`src/design/scp_pkg.sv`:
```
package scp_pkg;

  localparam int unsigned TIME_W     = 32;
  localparam int unsigned CFG_W      = 16;
  localparam int unsigned CFG_IDX_W  = 3;
  localparam int unsigned REQ_W      = 2;
  localparam int unsigned STATUS_W   = 3;
  localparam int unsigned THRESH_W   = 16;
  localparam int unsigned MIN_W      = 10;
  localparam int unsigned MS_W       = 16;
  localparam int unsigned IVL_W      = 10;

  localparam int unsigned SAMPLE_WIDTH_DEF = 16;
  localparam int unsigned COUNT_WIDTH_DEF  = 10;

  localparam logic [THRESH_W-1:0] MOVE_THRESHOLD_RST = THRESH_W'(512);
  localparam logic [MIN_W-1:0]    MIN_SAMPLES_RST    = MIN_W'(50);
  localparam logic [MS_W-1:0]     READY_MS_RST       = MS_W'(3000);
  localparam logic [MS_W-1:0]     TOTAL_MS_RST       = MS_W'(8000);
  localparam logic [MS_W-1:0]     TIMEOUT_MS_RST     = MS_W'(10000);
  localparam logic [IVL_W-1:0]    SAMPLE_IVL_RST     = IVL_W'(50);

  typedef enum logic [CFG_IDX_W-1:0] {
    CFG_MOVE_THRESHOLD = 3'd0,
    CFG_MIN_SAMPLES    = 3'd1,
    CFG_READY_MS       = 3'd2,
    CFG_TOTAL_MS       = 3'd3,
    CFG_TIMEOUT_MS     = 3'd4,
    CFG_SAMPLE_IVL     = 3'd5
  } cfg_idx_e;

  typedef enum logic [REQ_W-1:0] {
    REQ_TICK   = 2'd0,
    REQ_START  = 2'd1,
    REQ_CANCEL = 2'd2
  } req_e;

  typedef enum logic [STATUS_W-1:0] {
    ST_IDLE      = 3'd0,
    ST_GET_READY = 3'd1,
    ST_SAMPLING  = 3'd2,
    ST_DONE      = 3'd3,
    ST_MOVED     = 3'd4,
    ST_TIMEOUT   = 3'd5,
    ST_CANCELLED = 3'd6
  } status_e;

endpackage

```
`src/design/stillness_calibration_sequencer.sv`:
```
// Stillness calibration sequencer.
// Input channel (in_valid_i / in_stall_o) carries one request per transaction:
// a tick with a Y/Z sample, a start or a cancel, stamped with a millisecond time.
// Every request yields exactly one result transaction on out_valid_o / out_stall_i
// with the run status, the sample count, the elapsed time and, on a successful
// finish, the truncated Y/Z averages.
// The two 32-bit time differences are formed bit-serially, and the averages of a run
// that finishes with samples come out of one shared bit-serial divider, one quotient
// bit per cycle. One request is in flight at a time: a new request is not taken until
// the result of the last one has been moved to the output register.
// A new request is taken while a finished result still waits in the output register.
// If the receiver stalls, the result is held; the next result waits behind it.
// Reset clears the run state and loads the register defaults. Configuration writes
// (cfg_we_i, cfg_idx_i, cfg_wdata_i) take effect at once; they are to be made while
// idle, which binds the user, since the block itself does not enforce it.
module stillness_calibration_sequencer import scp_pkg::*; #(
  parameter int unsigned SAMPLE_WIDTH = SAMPLE_WIDTH_DEF,
  parameter int unsigned COUNT_WIDTH  = COUNT_WIDTH_DEF
) (
  input  logic                    clk_i,
  input  logic                    rst_ni,
  input  logic                    cfg_we_i,
  input  logic [CFG_IDX_W-1:0]    cfg_idx_i,
  input  logic [CFG_W-1:0]        cfg_wdata_i,
  input  logic                    in_valid_i,
  output logic                    in_stall_o,
  input  logic [REQ_W-1:0]        req_type_i,
  input  logic [TIME_W-1:0]       now_ms_i,
  input  logic [SAMPLE_WIDTH-1:0] accel_y_i,
  input  logic [SAMPLE_WIDTH-1:0] accel_z_i,
  output logic                    out_valid_o,
  input  logic                    out_stall_i,
  output logic [STATUS_W-1:0]     status_o,
  output logic [SAMPLE_WIDTH-1:0] origin_y_o,
  output logic [SAMPLE_WIDTH-1:0] origin_z_o,
  output logic [COUNT_WIDTH-1:0]  samples_taken_o,
  output logic [TIME_W-1:0]       elapsed_ms_o
);

  localparam int unsigned SUM_W   = SAMPLE_WIDTH + COUNT_WIDTH + 1;
  localparam int unsigned MOVE_W  = (SAMPLE_WIDTH + 2 > THRESH_W) ? SAMPLE_WIDTH + 2 : THRESH_W;
  localparam int unsigned CMIN_W  = (COUNT_WIDTH > MIN_W) ? COUNT_WIDTH : MIN_W;
  localparam int unsigned BIT_W   = $clog2(TIME_W);
  localparam logic [BIT_W-1:0] BIT_LAST = BIT_W'(TIME_W - 1);

  typedef enum logic [2:0] {
    S_IDLE,
    S_SUB,
    S_EVAL,
    S_DIV,
    S_EMIT
  } state_e;

  // configuration
  logic [THRESH_W-1:0] move_threshold_q;
  logic [MIN_W-1:0]    min_samples_q;
  logic [MS_W-1:0]     ready_ms_q;
  logic [MS_W-1:0]     total_ms_q;
  logic [MS_W-1:0]     timeout_ms_q;
  logic [IVL_W-1:0]    sample_ivl_q;

  // control and run state
  state_e                  state_q;
  logic [BIT_W-1:0]        bit_q;
  logic                    running_q;
  logic [TIME_W-1:0]       start_q;
  logic [TIME_W-1:0]       last_q;
  logic [SAMPLE_WIDTH-1:0] prev_y_q, prev_z_q;
  logic [SUM_W-1:0]        sum_y_q, sum_z_q;
  logic [COUNT_WIDTH-1:0]  count_q;
  logic                    div_start_q;
  logic                    div_sel_q;
  status_e                 res_status_q;
  logic [SAMPLE_WIDTH-1:0] res_oy_q, res_oz_q;
  logic [TIME_W-1:0]       res_el_q;
  logic                    out_valid_q;
  logic [STATUS_W-1:0]     out_status_q;
  logic [SAMPLE_WIDTH-1:0] out_oy_q, out_oz_q;
  logic [COUNT_WIDTH-1:0]  out_cnt_q;
  logic [TIME_W-1:0]       out_el_q;

  // captured transaction and serial datapath
  logic [REQ_W-1:0]        req_q;
  logic [TIME_W-1:0]       now_q;
  logic [SAMPLE_WIDTH-1:0] y_q, z_q;
  logic [TIME_W-1:0]       el_q, gap_q;
  logic                    bw_el_q, bw_gap_q;
  logic [MOVE_W-1:0]       move_q;

  logic                    in_acc;
  logic                    el_bit, gap_bit, bw_el_d, bw_gap_d;
  logic [SAMPLE_WIDTH:0]   dy, dz, ady, adz;
  logic [MOVE_W-1:0]       move_d;
  logic                    gap_ok, moved, cnt_full, past_timeout, in_ready, past_total;
  logic [COUNT_WIDTH-1:0]  cnt_new;
  logic                    enough;
  status_e                 phase;
  logic [SUM_W-1:0]        y_ext, z_ext;
  logic                    div_done;
  logic [SAMPLE_WIDTH-1:0] div_quo;

  assign in_acc = (state_q == S_IDLE) && in_valid_i;

  always_ff @(posedge clk_i or negedge rst_ni) begin
    if (!rst_ni) begin
      move_threshold_q <= MOVE_THRESHOLD_RST;
      min_samples_q    <= MIN_SAMPLES_RST;
      ready_ms_q       <= READY_MS_RST;
      total_ms_q       <= TOTAL_MS_RST;
      timeout_ms_q     <= TIMEOUT_MS_RST;
      sample_ivl_q     <= SAMPLE_IVL_RST;
    end else if (cfg_we_i) begin
      case (cfg_idx_i)
        CFG_MOVE_THRESHOLD: move_threshold_q <= cfg_wdata_i[THRESH_W-1:0];
        CFG_MIN_SAMPLES:    min_samples_q    <= cfg_wdata_i[MIN_W-1:0];
        CFG_READY_MS:       ready_ms_q       <= cfg_wdata_i[MS_W-1:0];
        CFG_TOTAL_MS:       total_ms_q       <= cfg_wdata_i[MS_W-1:0];
        CFG_TIMEOUT_MS:     timeout_ms_q     <= cfg_wdata_i[MS_W-1:0];
        CFG_SAMPLE_IVL:     sample_ivl_q     <= cfg_wdata_i[IVL_W-1:0];
        default: ;
      endcase
    end
  end

  // lsb-first serial subtractors: now - start_time and now - last_sample_time
  assign el_bit   = now_q[0] ^ start_q[0] ^ bw_el_q;
  assign bw_el_d  = (~now_q[0] & start_q[0]) | (~(now_q[0] ^ start_q[0]) & bw_el_q);
  assign gap_bit  = now_q[0] ^ last_q[0] ^ bw_gap_q;
  assign bw_gap_d = (~now_q[0] & last_q[0]) | (~(now_q[0] ^ last_q[0]) & bw_gap_q);

  assign dy     = {y_q[SAMPLE_WIDTH-1], y_q} - {prev_y_q[SAMPLE_WIDTH-1], prev_y_q};
  assign dz     = {z_q[SAMPLE_WIDTH-1], z_q} - {prev_z_q[SAMPLE_WIDTH-1], prev_z_q};
  assign ady    = dy[SAMPLE_WIDTH] ? (~dy + (SAMPLE_WIDTH+1)'(1)) : dy;
  assign adz    = dz[SAMPLE_WIDTH] ? (~dz + (SAMPLE_WIDTH+1)'(1)) : dz;
  assign move_d = MOVE_W'(ady) + MOVE_W'(adz);

  always_ff @(posedge clk_i) begin
    if (in_acc) begin
      req_q    <= req_type_i;
      now_q    <= now_ms_i;
      y_q      <= accel_y_i;
      z_q      <= accel_z_i;
      bw_el_q  <= 1'b0;
      bw_gap_q <= 1'b0;
    end else if (state_q == S_SUB) begin
      now_q    <= {now_q[0], now_q[TIME_W-1:1]};
      el_q     <= {el_bit, el_q[TIME_W-1:1]};
      gap_q    <= {gap_bit, gap_q[TIME_W-1:1]};
      bw_el_q  <= bw_el_d;
      bw_gap_q <= bw_gap_d;
      move_q   <= move_d;
    end
  end

  // decision terms, all from registered values
  assign gap_ok       = gap_q >= TIME_W'(sample_ivl_q);
  assign moved        = move_q > MOVE_W'(move_threshold_q);
  assign cnt_full     = &count_q;
  assign past_timeout = el_q > TIME_W'(timeout_ms_q);
  assign in_ready     = el_q < TIME_W'(ready_ms_q);
  assign past_total   = el_q > TIME_W'(total_ms_q);
  assign cnt_new      = count_q + COUNT_WIDTH'(gap_ok && !cnt_full);
  assign enough       = CMIN_W'(cnt_new) >= CMIN_W'(min_samples_q);
  assign y_ext        = {{(SUM_W-SAMPLE_WIDTH){y_q[SAMPLE_WIDTH-1]}}, y_q};
  assign z_ext        = {{(SUM_W-SAMPLE_WIDTH){z_q[SAMPLE_WIDTH-1]}}, z_q};

  always_comb begin
    if (!running_q) begin
      phase = ST_IDLE;
    end else if (in_ready) begin
      phase = ST_GET_READY;
    end else begin
      phase = ST_SAMPLING;
    end
  end

  always_ff @(posedge clk_i or negedge rst_ni) begin
    if (!rst_ni) begin
      state_q      <= S_IDLE;
      bit_q        <= '0;
      running_q    <= 1'b0;
      start_q      <= '0;
      last_q       <= '0;
      prev_y_q     <= '0;
      prev_z_q     <= '0;
      sum_y_q      <= '0;
      sum_z_q      <= '0;
      count_q      <= '0;
      div_start_q  <= 1'b0;
      div_sel_q    <= 1'b0;
      res_status_q <= ST_IDLE;
      res_oy_q     <= '0;
      res_oz_q     <= '0;
      res_el_q     <= '0;
      out_valid_q  <= 1'b0;
      out_status_q <= '0;
      out_oy_q     <= '0;
      out_oz_q     <= '0;
      out_cnt_q    <= '0;
      out_el_q     <= '0;
    end else begin
      div_start_q <= 1'b0;
      if (out_valid_q && !out_stall_i && state_q != S_EMIT) begin
        out_valid_q <= 1'b0;
      end
      case (state_q)
        S_IDLE: begin
          if (in_valid_i) begin
            state_q <= S_SUB;
            bit_q   <= '0;
          end
        end
        S_SUB: begin
          // time stores rotate once around and come back intact
          start_q <= {start_q[0], start_q[TIME_W-1:1]};
          last_q  <= {last_q[0], last_q[TIME_W-1:1]};
          bit_q   <= bit_q + BIT_W'(1);
          if (bit_q == BIT_LAST) begin
            state_q <= S_EVAL;
          end
        end
        S_EVAL: begin
          state_q  <= S_EMIT;
          res_oy_q <= '0;
          res_oz_q <= '0;
          res_el_q <= running_q ? el_q : '0;
          if (req_q == REQ_START && !running_q) begin
            running_q    <= 1'b1;
            start_q      <= now_q;
            prev_y_q     <= y_q;
            prev_z_q     <= z_q;
            sum_y_q      <= '0;
            sum_z_q      <= '0;
            count_q      <= '0;
            res_el_q     <= '0;
            res_status_q <= (ready_ms_q != '0) ? ST_GET_READY : ST_SAMPLING;
          end else if (req_q == REQ_CANCEL) begin
            running_q    <= 1'b0;
            res_el_q     <= '0;
            res_status_q <= running_q ? ST_CANCELLED : ST_IDLE;
          end else if (req_q != REQ_TICK || !running_q) begin
            res_status_q <= phase;
          end else if (past_timeout) begin
            running_q    <= 1'b0;
            res_status_q <= ST_TIMEOUT;
          end else if (in_ready) begin
            prev_y_q     <= y_q;
            prev_z_q     <= z_q;
            sum_y_q      <= '0;
            sum_z_q      <= '0;
            count_q      <= '0;
            res_status_q <= ST_GET_READY;
          end else begin
            if (gap_ok) begin
              last_q   <= now_q;
              prev_y_q <= y_q;
              prev_z_q <= z_q;
            end
            if (gap_ok && moved) begin
              running_q    <= 1'b0;
              res_status_q <= ST_MOVED;
            end else begin
              if (gap_ok && !cnt_full) begin
                sum_y_q <= sum_y_q + y_ext;
                sum_z_q <= sum_z_q + z_ext;
                count_q <= cnt_new;
              end
              if (past_total && enough) begin
                running_q    <= 1'b0;
                res_status_q <= ST_DONE;
                // no samples: both averages stay zero
                if (cnt_new != '0) begin
                  state_q     <= S_DIV;
                  div_start_q <= 1'b1;
                  div_sel_q   <= 1'b0;
                end
              end else begin
                res_status_q <= ST_SAMPLING;
              end
            end
          end
        end
        S_DIV: begin
          if (div_done) begin
            if (!div_sel_q) begin
              res_oy_q    <= div_quo;
              div_sel_q   <= 1'b1;
              div_start_q <= 1'b1;
            end else begin
              res_oz_q <= div_quo;
              state_q  <= S_EMIT;
            end
          end
        end
        S_EMIT: begin
          if (!out_valid_q || !out_stall_i) begin
            out_valid_q  <= 1'b1;
            out_status_q <= res_status_q;
            out_oy_q     <= res_oy_q;
            out_oz_q     <= res_oz_q;
            out_cnt_q    <= count_q;
            out_el_q     <= res_el_q;
            state_q      <= S_IDLE;
          end
        end
        default: state_q <= S_IDLE;
      endcase
    end
  end

  scp_div #(
    .DIVIDEND_W(SUM_W),
    .DIVISOR_W (COUNT_WIDTH),
    .QUO_W     (SAMPLE_WIDTH)
  ) u_div (
    .clk_i     (clk_i),
    .rst_ni    (rst_ni),
    .start_i   (div_start_q),
    .dividend_i(div_sel_q ? sum_z_q : sum_y_q),
    .divisor_i (count_q),
    .done_o    (div_done),
    .quotient_o(div_quo)
  );

  assign in_stall_o      = state_q != S_IDLE;
  assign out_valid_o     = out_valid_q;
  assign status_o        = out_status_q;
  assign origin_y_o      = out_oy_q;
  assign origin_z_o      = out_oz_q;
  assign samples_taken_o = out_cnt_q;
  assign elapsed_ms_o    = out_el_q;

endmodule

```
`src/design/scp_div.sv`:
```
module scp_div import scp_pkg::*; #(
  parameter int unsigned DIVIDEND_W = SAMPLE_WIDTH_DEF + COUNT_WIDTH_DEF + 1,
  parameter int unsigned DIVISOR_W  = COUNT_WIDTH_DEF,
  parameter int unsigned QUO_W      = SAMPLE_WIDTH_DEF
) (
  input  logic                  clk_i,
  input  logic                  rst_ni,
  input  logic                  start_i,
  input  logic [DIVIDEND_W-1:0] dividend_i,
  input  logic [DIVISOR_W-1:0]  divisor_i,
  output logic                  done_o,
  output logic [QUO_W-1:0]      quotient_o
);

  localparam int unsigned CNT_W = $clog2(DIVIDEND_W);
  localparam logic [CNT_W-1:0] CNT_LAST = CNT_W'(DIVIDEND_W - 1);

  logic                  busy_q;
  logic                  done_q;
  logic [CNT_W-1:0]      cnt_q;
  logic                  neg_q;
  logic [DIVIDEND_W-1:0] mag_q;
  logic [DIVISOR_W-1:0]  rem_q, rem_d;
  logic [DIVIDEND_W-1:0] quo_q;
  logic [DIVISOR_W:0]    trial;
  logic                  ge;
  logic [DIVIDEND_W-1:0] quo_signed;

  // one quotient bit per cycle, restoring, on the magnitude
  assign trial = {rem_q, mag_q[DIVIDEND_W-1]};
  assign ge    = trial >= {1'b0, divisor_i};

  always_comb begin
    if (ge) begin
      rem_d = DIVISOR_W'(trial - {1'b0, divisor_i});
    end else begin
      rem_d = DIVISOR_W'(trial);
    end
  end

  always_ff @(posedge clk_i or negedge rst_ni) begin
    if (!rst_ni) begin
      busy_q <= 1'b0;
      done_q <= 1'b0;
      cnt_q  <= '0;
    end else begin
      done_q <= 1'b0;
      if (start_i) begin
        busy_q <= 1'b1;
        cnt_q  <= '0;
      end else if (busy_q) begin
        cnt_q <= cnt_q + CNT_W'(1);
        if (cnt_q == CNT_LAST) begin
          busy_q <= 1'b0;
          done_q <= 1'b1;
        end
      end
    end
  end

  always_ff @(posedge clk_i) begin
    if (start_i) begin
      neg_q <= dividend_i[DIVIDEND_W-1];
      mag_q <= dividend_i[DIVIDEND_W-1] ? (~dividend_i + DIVIDEND_W'(1)) : dividend_i;
      rem_q <= '0;
      quo_q <= '0;
    end else if (busy_q) begin
      mag_q <= {mag_q[DIVIDEND_W-2:0], 1'b0};
      rem_q <= rem_d;
      quo_q <= {quo_q[DIVIDEND_W-2:0], ge};
    end
  end

  // truncation toward zero: divide the magnitude, then restore the sign
  assign quo_signed = neg_q ? (~quo_q + DIVIDEND_W'(1)) : quo_q;
  assign quotient_o = quo_signed[QUO_W-1:0];
  assign done_o     = done_q;

endmodule

```
`config.mk`:
```
export PLATFORM = sky130hd
export DESIGN_NAME = stillness_calibration_sequencer
export DESIGN_NICKNAME = d
export VERILOG_FILES = /design/src/design/scp_pkg.sv /design/src/design/stillness_calibration_sequencer.sv /design/src/design/scp_div.sv
export SDC_FILE = /design/constraint.sdc
export NUM_CORES = 1
export LEC_CHECK = 0
export BUFFER_PORTS_ARGS = -buffer_cell sky130_fd_sc_hd__buf_2
export CAP_MARGIN = 0
export CELL_PAD_IN_SITES_DETAIL_PLACEMENT = 0
export CELL_PAD_IN_SITES_GLOBAL_PLACEMENT = 1
export CORE_ASPECT_RATIO = 0.7
export CORE_MARGIN = 2
export CORE_UTILIZATION = 45
export DETAILED_ROUTE_END_ITERATION = 10
export PLACE_DENSITY_LB_ADDON = 0.1
export REMOVE_ABC_BUFFERS = 1
export SLEW_MARGIN = 20
export SYNTH_ARGS = -nofsm -noshare
export SYNTH_HDL_FRONTEND = slang
export SYNTH_SLANG_ARGS = --single-unit
```
`constraint.sdc`:
```
create_clock -name clk_i -period 5.3 [get_ports clk_i]
set_input_delay 0.795 -clock clk_i [delete_from_list [all_inputs] [get_ports clk_i]]
set_output_delay 0.795 -clock clk_i [all_outputs]
set_load 0.01 [all_outputs]
```
# Yosys cells after proc, flatten, opt, wreduce, memory -nomap -nowiden
# Cells that the tools add are included.
# totals
register_bits	611
in_bits	90
out_inout_bits	79
# op_classes
addsub	13
n_lt_le_gt_ge	7
n_eq_ne	36
n_mux	127
bitwise_logic	18
n_reduce_logical	46
# op_table
operator	count
two-way mux 27 bit	18
two-way mux 32 bit	12
two-way mux 16 bit	17
case mux 32 bit (2 select lines)	2
two-way mux 10 bit	8
greater-than comparator 32 x 16 -> 1 bit	2
case mux 16 bit (2 select lines)	2
two-way mux 3 bit	20
adder 27 bit	2
two-way mux 1 bit	36
adder 17 x 1 -> 17 bit (second input constant)	2
two-way mux 17 bit	2
inverter 17 bit	2
subtractor 16 x 16 -> 17 bit	2
>= comparator 32 x 10 -> 1 bit	1
< comparator 32 x 16 -> 1 bit	1
inequality test 2 bit (second input constant)	16
adder 27 x 1 -> 27 bit (second input constant)	1
inverter 27 bit	1
AND reduction 10 bit	2
AND reduction 2 bit	10
adder 17 x 17 -> 18 bit	1
greater-than comparator 18 x 16 -> 1 bit	1
adder 16 x 1 -> 16 bit (second input constant)	1
other kinds (38)	85

# Depth between registers and ports, before layout
# Gate-level depths: netlist of the first run.
# depth
ltp_word	14
mapped_depth	24
mapped_depth_nobuf	23

# By module
# From an unflattened synthesis of the first run, not the netlist that was laid out.
# hier_totals
hier_cells	3003
area_unflattened_um2	32212.1
# by_module_without_submodules
mod	instances	cells_per_inst	area_per_inst_um2	seq_area_each_um2
stillness_calibration_sequencer	1	2614	28441.0	14525.2
scp_div	1	389	3771.1	1536.5

# Worst setup path after synthesis of the first run
# OpenSTA, ideal clock, no wires.
# synth_timing
path_type	register -> register
startpoint	reg y_q[0]
endpoint	reg move_q[17], data pin
t_arrival_ps	4760
t_required_ps	5025
setup_slack_ps	265
stages_incl_launch_ff	23
path_buffers	1
period_less_slack_ps	5035
path_cell_list	edfxtp_1 > inv_1 > ha_1 > inv_1 > fa_1 > a21o_1 > a221oi_1 > nor2_1 > a21oi_1 > o211ai_1 > mux2_2 > clkbuf_1 > nor2_1 > xor2_1 > ha_1 > a211o_1 > a211oi_1 > o21ai_0 > a31oi_1 > nor2b_1 > o21a_1 > o41ai_1 > o21ai_0
# synth_between
elab_chain_len	5
# synth_rtl
element	line	text
start, declared	stillness_calibration_sequencer.sv:85	logic [SAMPLE_WIDTH-1:0] y_q, z_q;
start signal, assigned	stillness_calibration_sequencer.sv:141	y_q <= accel_y_i;
subtractor 16 x 16 -> 17 bit (*)	stillness_calibration_sequencer.sv:131	assign dy = {y_q[SAMPLE_WIDTH-1], y_q} - {prev_y_q[SAMPLE_WIDTH-1], prev_y_q};
inverter 17 bit	stillness_calibration_sequencer.sv:133	assign ady = dy[SAMPLE_WIDTH] ? (~dy + (SAMPLE_WIDTH+1)'(1)) : dy;
adder 17 x 1 -> 17 bit	stillness_calibration_sequencer.sv:133	
two-way mux 17 bit (*)	stillness_calibration_sequencer.sv:133	
adder 17 x 17 -> 18 bit (*)	stillness_calibration_sequencer.sv:135	assign move_d = MOVE_W'(ady) + MOVE_W'(adz);
net move_d[17]	stillness_calibration_sequencer.sv:93	logic [MOVE_W-1:0] move_d;
end signal, assigned	stillness_calibration_sequencer.sv:151	move_q <= move_d;
end, declared	stillness_calibration_sequencer.sv:88	logic [MOVE_W-1:0] move_q;
# Mark *: on every way through the listed nets, which the timed path passes. The rest lies on a longest branch.
# A chain may end at the register's enable or synchronous reset.

# Worst setup path after layout of the first run
# layout_timing
startpoint	reg z_q[0]
endpoint	reg move_q[16], data pin
# layout_between
elab_chain_len	5
# layout_rtl
element	line	text
start, declared	stillness_calibration_sequencer.sv:85	
start signal, assigned	stillness_calibration_sequencer.sv:142	z_q <= accel_z_i;
subtractor 16 x 16 -> 17 bit (*)	stillness_calibration_sequencer.sv:132	assign dz = {z_q[SAMPLE_WIDTH-1], z_q} - {prev_z_q[SAMPLE_WIDTH-1], prev_z_q};
inverter 17 bit	stillness_calibration_sequencer.sv:134	assign adz = dz[SAMPLE_WIDTH] ? (~dz + (SAMPLE_WIDTH+1)'(1)) : dz;
adder 17 x 1 -> 17 bit	stillness_calibration_sequencer.sv:134	
two-way mux 17 bit (*)	stillness_calibration_sequencer.sv:134	
adder 17 x 17 -> 18 bit (*)	stillness_calibration_sequencer.sv:135	
net move_d[16]	stillness_calibration_sequencer.sv:93	
# Marks and branches as above.

==> impl_metrics.toml, run 1 <==
[global_route]
use_met2_pct = 31.8
overflow = 0
met3_usage_pct = 3.55
top_usage_layer = "met1"
antenna_found_initial = 0
grt_pass1_vias = 22500
grt_pass1_wl_um = 128000
grt_max_degree = 121
grt_util_met1_pct = 33.0
grt_use_total_pct = 21.6

[timing]
setup_slack_ns = 0.178
hold_violations = 0
slew_headroom_pct = 32.7
fin_crit_ns = 5.12
post-route-period-util_pct = 96.6
setup_viol = 0
clock-skew-final_ns = 0.0210
slew_viol_final = 0
fmax_mhz = 195
tightest_slew_ns = 1.01
setup_tns_ns = 0

[drt]
drc = 0
dr.first_iter.drc_count = 1542
ant_nets = 0
drtPass1Iterations = 5
routed_via_density = 5.45
vias = 23100
drt_wl_total_um = 80200
routedWlPerCell_um = 18.9

[hold_path]
hp-class = "in -> async"

[clocking]
path_clk_slew_ns = 0.06
htree_num_levels = 3
clockBufferDepth = 3
clock_sinks = 611
numCtsBuffers = 68
cts_tree = "yes"
clkLatencyLatePin_ns = 0.61
ctsHoldBuffers = 0
cts_root_buf = "clkbuf_16"

[floorplanning]
ios = 169
start_util_pct = 45.3
die_w_um = 324
dieArea_um2 = 74000
row_count = 82
coreArea_um2 = 71300
fp.dieH_um = 228

[cells_and_area]
area_growth_pct = 13.8
diodes = 0
drive_above_1_share_pct = 17.9
fillers = 6407
design_area_um2 = 36800
nets = 3524

[power_and_ir_drop]
power.internal_mw = 15.1
p_clk_share_pct = 18.3
combinationalPowerShare_pct = 51.1
sw_frac_of_total_pct = 40.6
leakagePower_nw = 16.3
seqPwrFrac_pct = 30.6
ir_drop_mv = 0.751
p_sw_mw = 10.4
power.density_nw_per_um2 = 693

[place]
routabilityCongestion = 0.867
portBuffers = 168
pre_cts_ws_ns = -0.126
place_area_um2 = 34400
dp_hpwl_um = 57300

[synthesis]
async_flop_share_pct = 66.6
synthTopCellsByArea = "dfrtp_1 (30%), edfxtp_1 (16%), ha_1 (7.9%)"
synth_top_cell_area_share_pct = 29.6
ys_seq_elements = 611
synth_ff_type = "dfrtp_1"
synth_largest_area_cell = "dfrtp_1"
yosysMostFrequentCell = "dfrtp_1"
ys_seq_area_share_pct = 49.7
yosys_warnings = 0
syn_inst = 3053
synth_cell_types = 79
synth-edff-count = 176
synth.cell_area_um2 = 32300
syn_area_per_cell_um2 = 10.6
synth_common_cells = "dfrtp_1 (382), nand2_1 (357), o21ai_0 (215), ha_1 (204), mux2_2 (195)"

[status]
status = "completed"

[critical_path]
cp_max_fo = 10
critical_path_required_ns = 5.65
crit_path_end_kind = "flop"
path_class = "reg -> reg"
cp.arrival_ns = 5.47
start_kind = "flop"

[job]
maxCapViolations = 0
==> power by group through the flow <==
stage / Combinational, mW / Clock [mW] / Sequential, mW
5_1_grt: 14.5 / 4.99 / 7.99
4_1_cts: 12.6 / 4.79 / 7.82
3_5_place_dp: 12.4 / 0 / 7.89
2_1_floorplan: 9.10 / 0 / 7.57
3_3_place_gp: 12.0 / 0 / 7.85
6_report: 13.0 / 4.66 / 7.81
==> area by class of cell <==
type / instances / area (um2) / share of cell area [%]
Sequential cell: 611 / 16100 / 43.7
Multi-Input combinational cell: 2152 / 15400 / 41.8
Clock buffer: 93 / 1930 / 5.25
Timing Repair Buffer: 214 / 1290 / 3.52
Tap cell: 966 / 1210 / 3.29
Inverter: 175 / 658 / 1.79
Clock inverter: 32 / 259 / 0.704
==> kinds of logic (layout without fill, tap and decap cells) <==
logic type	Yosys count	after routing	share of synthesized area [%]
simple gates	793	793	11.1
compound gates	742	742	14.7
flops	611	611	49.7
buf+inv	290	514	3.40
mux	244	244	8.31
fa+ha+maj	212	212	8.39
xor+xnor	161	161	4.36
==> registers in the layout, summed over array words and instances (netlist names), 18 cells and up <==
name and cells:
now_q 32, u_div.mag_q 27, elapsed_ms_o 32, sum_y_q 27, last_q 32, start_q 32, el_q 32, move_q 18
res_el_q 32, gap_q 32, sum_z_q 27
==> layout by cell type, fill, tap and decap left out, types with 29 or more instances in the layout <==
cell type    n
a211oi_1    29
buf_4       37
clkbuf_16   71
buf_2      167
edfxtp_1   176
mux2i_1     49
inv_1      173
nor2_1     178
xor2_1      67
o21ai_0    212
mux2_2     194
xnor2_1     94
a22o_1      33
a31oi_1     46
ha_1       203
nand2_1    356
dfrtp_1    380
o31ai_1     52
a21o_1      87
nor3_1      42
a21oi_1    149
nand3_1     30
==> metal layers <==
layer / wire [um] / part of all wire (%)
met3: 3710 / 4.6
met2: 34100 / 42
met5: 0 / 0
met1: 40900 / 51
met4: 1570 / 2.0
==> what timing repair did <==
| item | CTS | global route |
|---|---|---|
| setup buffers | 0 | 6 |
| endpoints found under the setup margin | 3 | 12 |
| pin swaps | 0 | 10 |
| gates resized for setup | 4 | 17 |
==> final timing paths <==
kind	end	cells past startpoint	start	slack, ns
setup / recovery	move_q[16]	22	z_q[0]	0.18
hold / removal	timeout_ms_q[12]	1	rst_ni	0.16
setup reg to reg	move_q[16]	22	z_q[0]	0.18
hold reg to reg	gap_q[29]	0	gap_q[30]	0.45
max in group asynchronous	last_q[17]	2	rst_ni	4.03
min in group clk_i	y_q[12]	1	accel_y_i[12]	0.36
==> per-stage QoR <==
stage / std cells / hold WS, ns / util, % / total power, mW
finish: 4243 / 0.162 / 51.6 / 25.5
global route: 4243 / 0.181 / 51.6 / 27.5
CTS: 4235 / 0.155 / 51.3 / 25.2
detailed placement: 4110 / 0.432 / 48.2 / 20.3
global placement: 4110 / 0.435 / 48.2 / 19.9
floorplan: 2938 / 0.427 / - / 16.7
==> worst max-delay path, stage by stage (launching register included) <==
cell and delay [ns]:
edfxtp_1 0.41, inv_1 0.10, ha_1 0.18, inv_1 0.06, fa_1 0.43, a211oi_2 0.34
or4_1 0.22, a31oi_2 0.11, a21oi_1 0.16, nor2_1 0.07, nand2_1 0.08, a41o_4 0.29
nor2b_1 0.18, xnor2_1 0.14, ha_1 0.28, a21o_1 0.17, a21oi_1 0.20, a2bb2oi_1 0.26
nor4b_4 0.26, o31ai_1 0.13, o41a_1 0.36, a221oi_1 0.33, xnor2_1 0.11
No activity file was read; power rests on OpenSTA's default activity.
==> inputs of run 2 (changes only) <==
- SETUP_SLACK_MARGIN: not set -> 0.5
==> impl_metrics.toml, run 2 (same netlist as run 1, synthesis figures left out) <==
[status]
status = "completed"

[place]
pre_cts_ws_ns = -0.126
dp_hpwl_um = 57300
portBuffers = 168
routabilityCongestion = 0.867

[timing]
fmax_mhz = 209
clock-skew-final_ns = 0.0211
hold_violations = 0
holdWs_ns = 0.166
tightest_slew_ns = 0.992
slew_viol_final = 0
post-route-period-util_pct = 90.2
slew_headroom_pct = 33.9
fin_crit_ns = 4.78
setup_viol = 0
rsz0062_at_grt = "yes"
setup_slack_ns = 0.517

[critical_path]
cp.arrival_ns = 5.14
path_class = "reg -> reg"
critical_path_required_ns = 5.65
cp_max_fo = 5
crit_path_end_kind = "flop"
start_kind = "flop"

[floorplanning]
dieArea_um2 = 74000
die_w_um = 324
coreArea_um2 = 71300
ios = 169
fp.dieH_um = 228
row_count = 82
start_util_pct = 45.3

[power_and_ir_drop]
ir_drop_mv = 0.847
leakagePower_nw = 16.4
power.density_nw_per_um2 = 723

[clocking]
clkLatencyLatePin_ns = 0.61
path_clk_slew_ns = 0.06
cts_tree = "yes"
ctsHoldBuffers = 0
numCtsBuffers = 68
htree_num_levels = 3
cts_root_buf = "clkbuf_16"
clock_sinks = 611
clockBufferDepth = 3

[drt]
routedWlPerCell_um = 19.1
drc = 0
ant_nets = 0
dr.first_iter.drc_count = 1543
drt_wl_total_um = 81300
routed_via_density = 5.46
drtPass1Iterations = 7
vias = 23300

[job]
maxCapViolations = 0

[hold_path]
hp-class = "in -> async"

[global_route]
grt_pass1_wl_um = 129000
overflow = 0
grt_max_degree = 121
grt_use_total_pct = 21.8
grt_pass1_vias = 22800
antenna_found_initial = 0

[cells_and_area]
layout_common_cells = "dfrtp_1 (380), nand2_1 (355), o21ai_0 (209)"
area_growth_pct = 15.0
nets = 3550
final_common_cell = "dfrtp_1"
drive_above_1_share_pct = 19.6
diodes = 0
run 2: worst paths after layout:
check | start | cells after the start | slack [ns] | end
min | rst_ni | 1 | 0.17 | timeout_ms_q[12]
min in group clk_i | accel_y_i[12] | 1 | 0.36 | y_q[12]
max reg2reg | z_q[2] | 19 | 0.52 | move_q[16]
min reg2reg | gap_q[30] | 0 | 0.44 | gap_q[29]
max in group asynchronous | rst_ni | 2 | 4.04 | sum_z_q[19]
max | z_q[2] | 19 | 0.52 | move_q[16]
run 2: layout make-up:
type                            instances  area [um2]
Timing Repair Buffer                  239        1490
Clock buffer                           93        1930
Fill cell                            6390       34100
Inverter                              175         658
Multi-Input combinational cell       2153       15600
Tap cell                              966        1210
Sequential cell                       611       16100
Clock inverter                         32         259
run 2: critical path, stage by stage, from the launching register on:
cell,delay [ns]
edfxtp_1,0.42
ha_1,0.44
a211oi_4,0.11
or4_4,0.53
a31oi_4,0.16
a21oi_1,0.09
nor2_1,0.18
nand2_2,0.08
a41o_4,0.26
nor2b_1,0.15
xnor2_1,0.12
ha_1,0.33
a21o_1,0.18
a21oi_2,0.18
a2bb2oi_2,0.20
nor4b_4,0.26
o31ai_2,0.10
o41a_1,0.36
a221oi_2,0.28
xnor2_1,0.10
run 2: layer usage:
layer / vias up / share of wire (%) / GRT usage [%]
met4: 0 / 2.0 / 5.49
met5: - / 0 / 0
li1: 11400 / - / -
met2: 534 / 43 / 32.2
met3: 103 / 4.8 / 3.70
met1: 11300 / 51 / 33.3
run 2: stage by stage:
stage	instances	power [mW]	util, %	TNS, ns	instance area (um2)
finish	4269	26.9	52.1	0	37200
global placement	4110	19.9	48.2	-0.0502	34400
global route	4269	28.9	52.1	0	37200
CTS	4253	26.1	51.7	0	36900
detailed placement	4110	20.3	48.2	-0.293	34400
floorplan	2938	16.7	-	0	31900
run 2: power breakdown:
group	leakage [nW]	switching (mW)	total (mW)	internal [mW]
Combinational	8.30	7.97	14.4	6.45
Clock	1.07	1.98	4.66	2.68
Sequential	7.03	0.960	7.81	6.85
Total	16.4	10.9	26.9	16.0
run 2: repair_timing:
action	CTS	global route
resized for setup	35	34
setup endpoints to repair	15	14
pin swaps	24	33
setup buffers	17	14
cloned	1	0
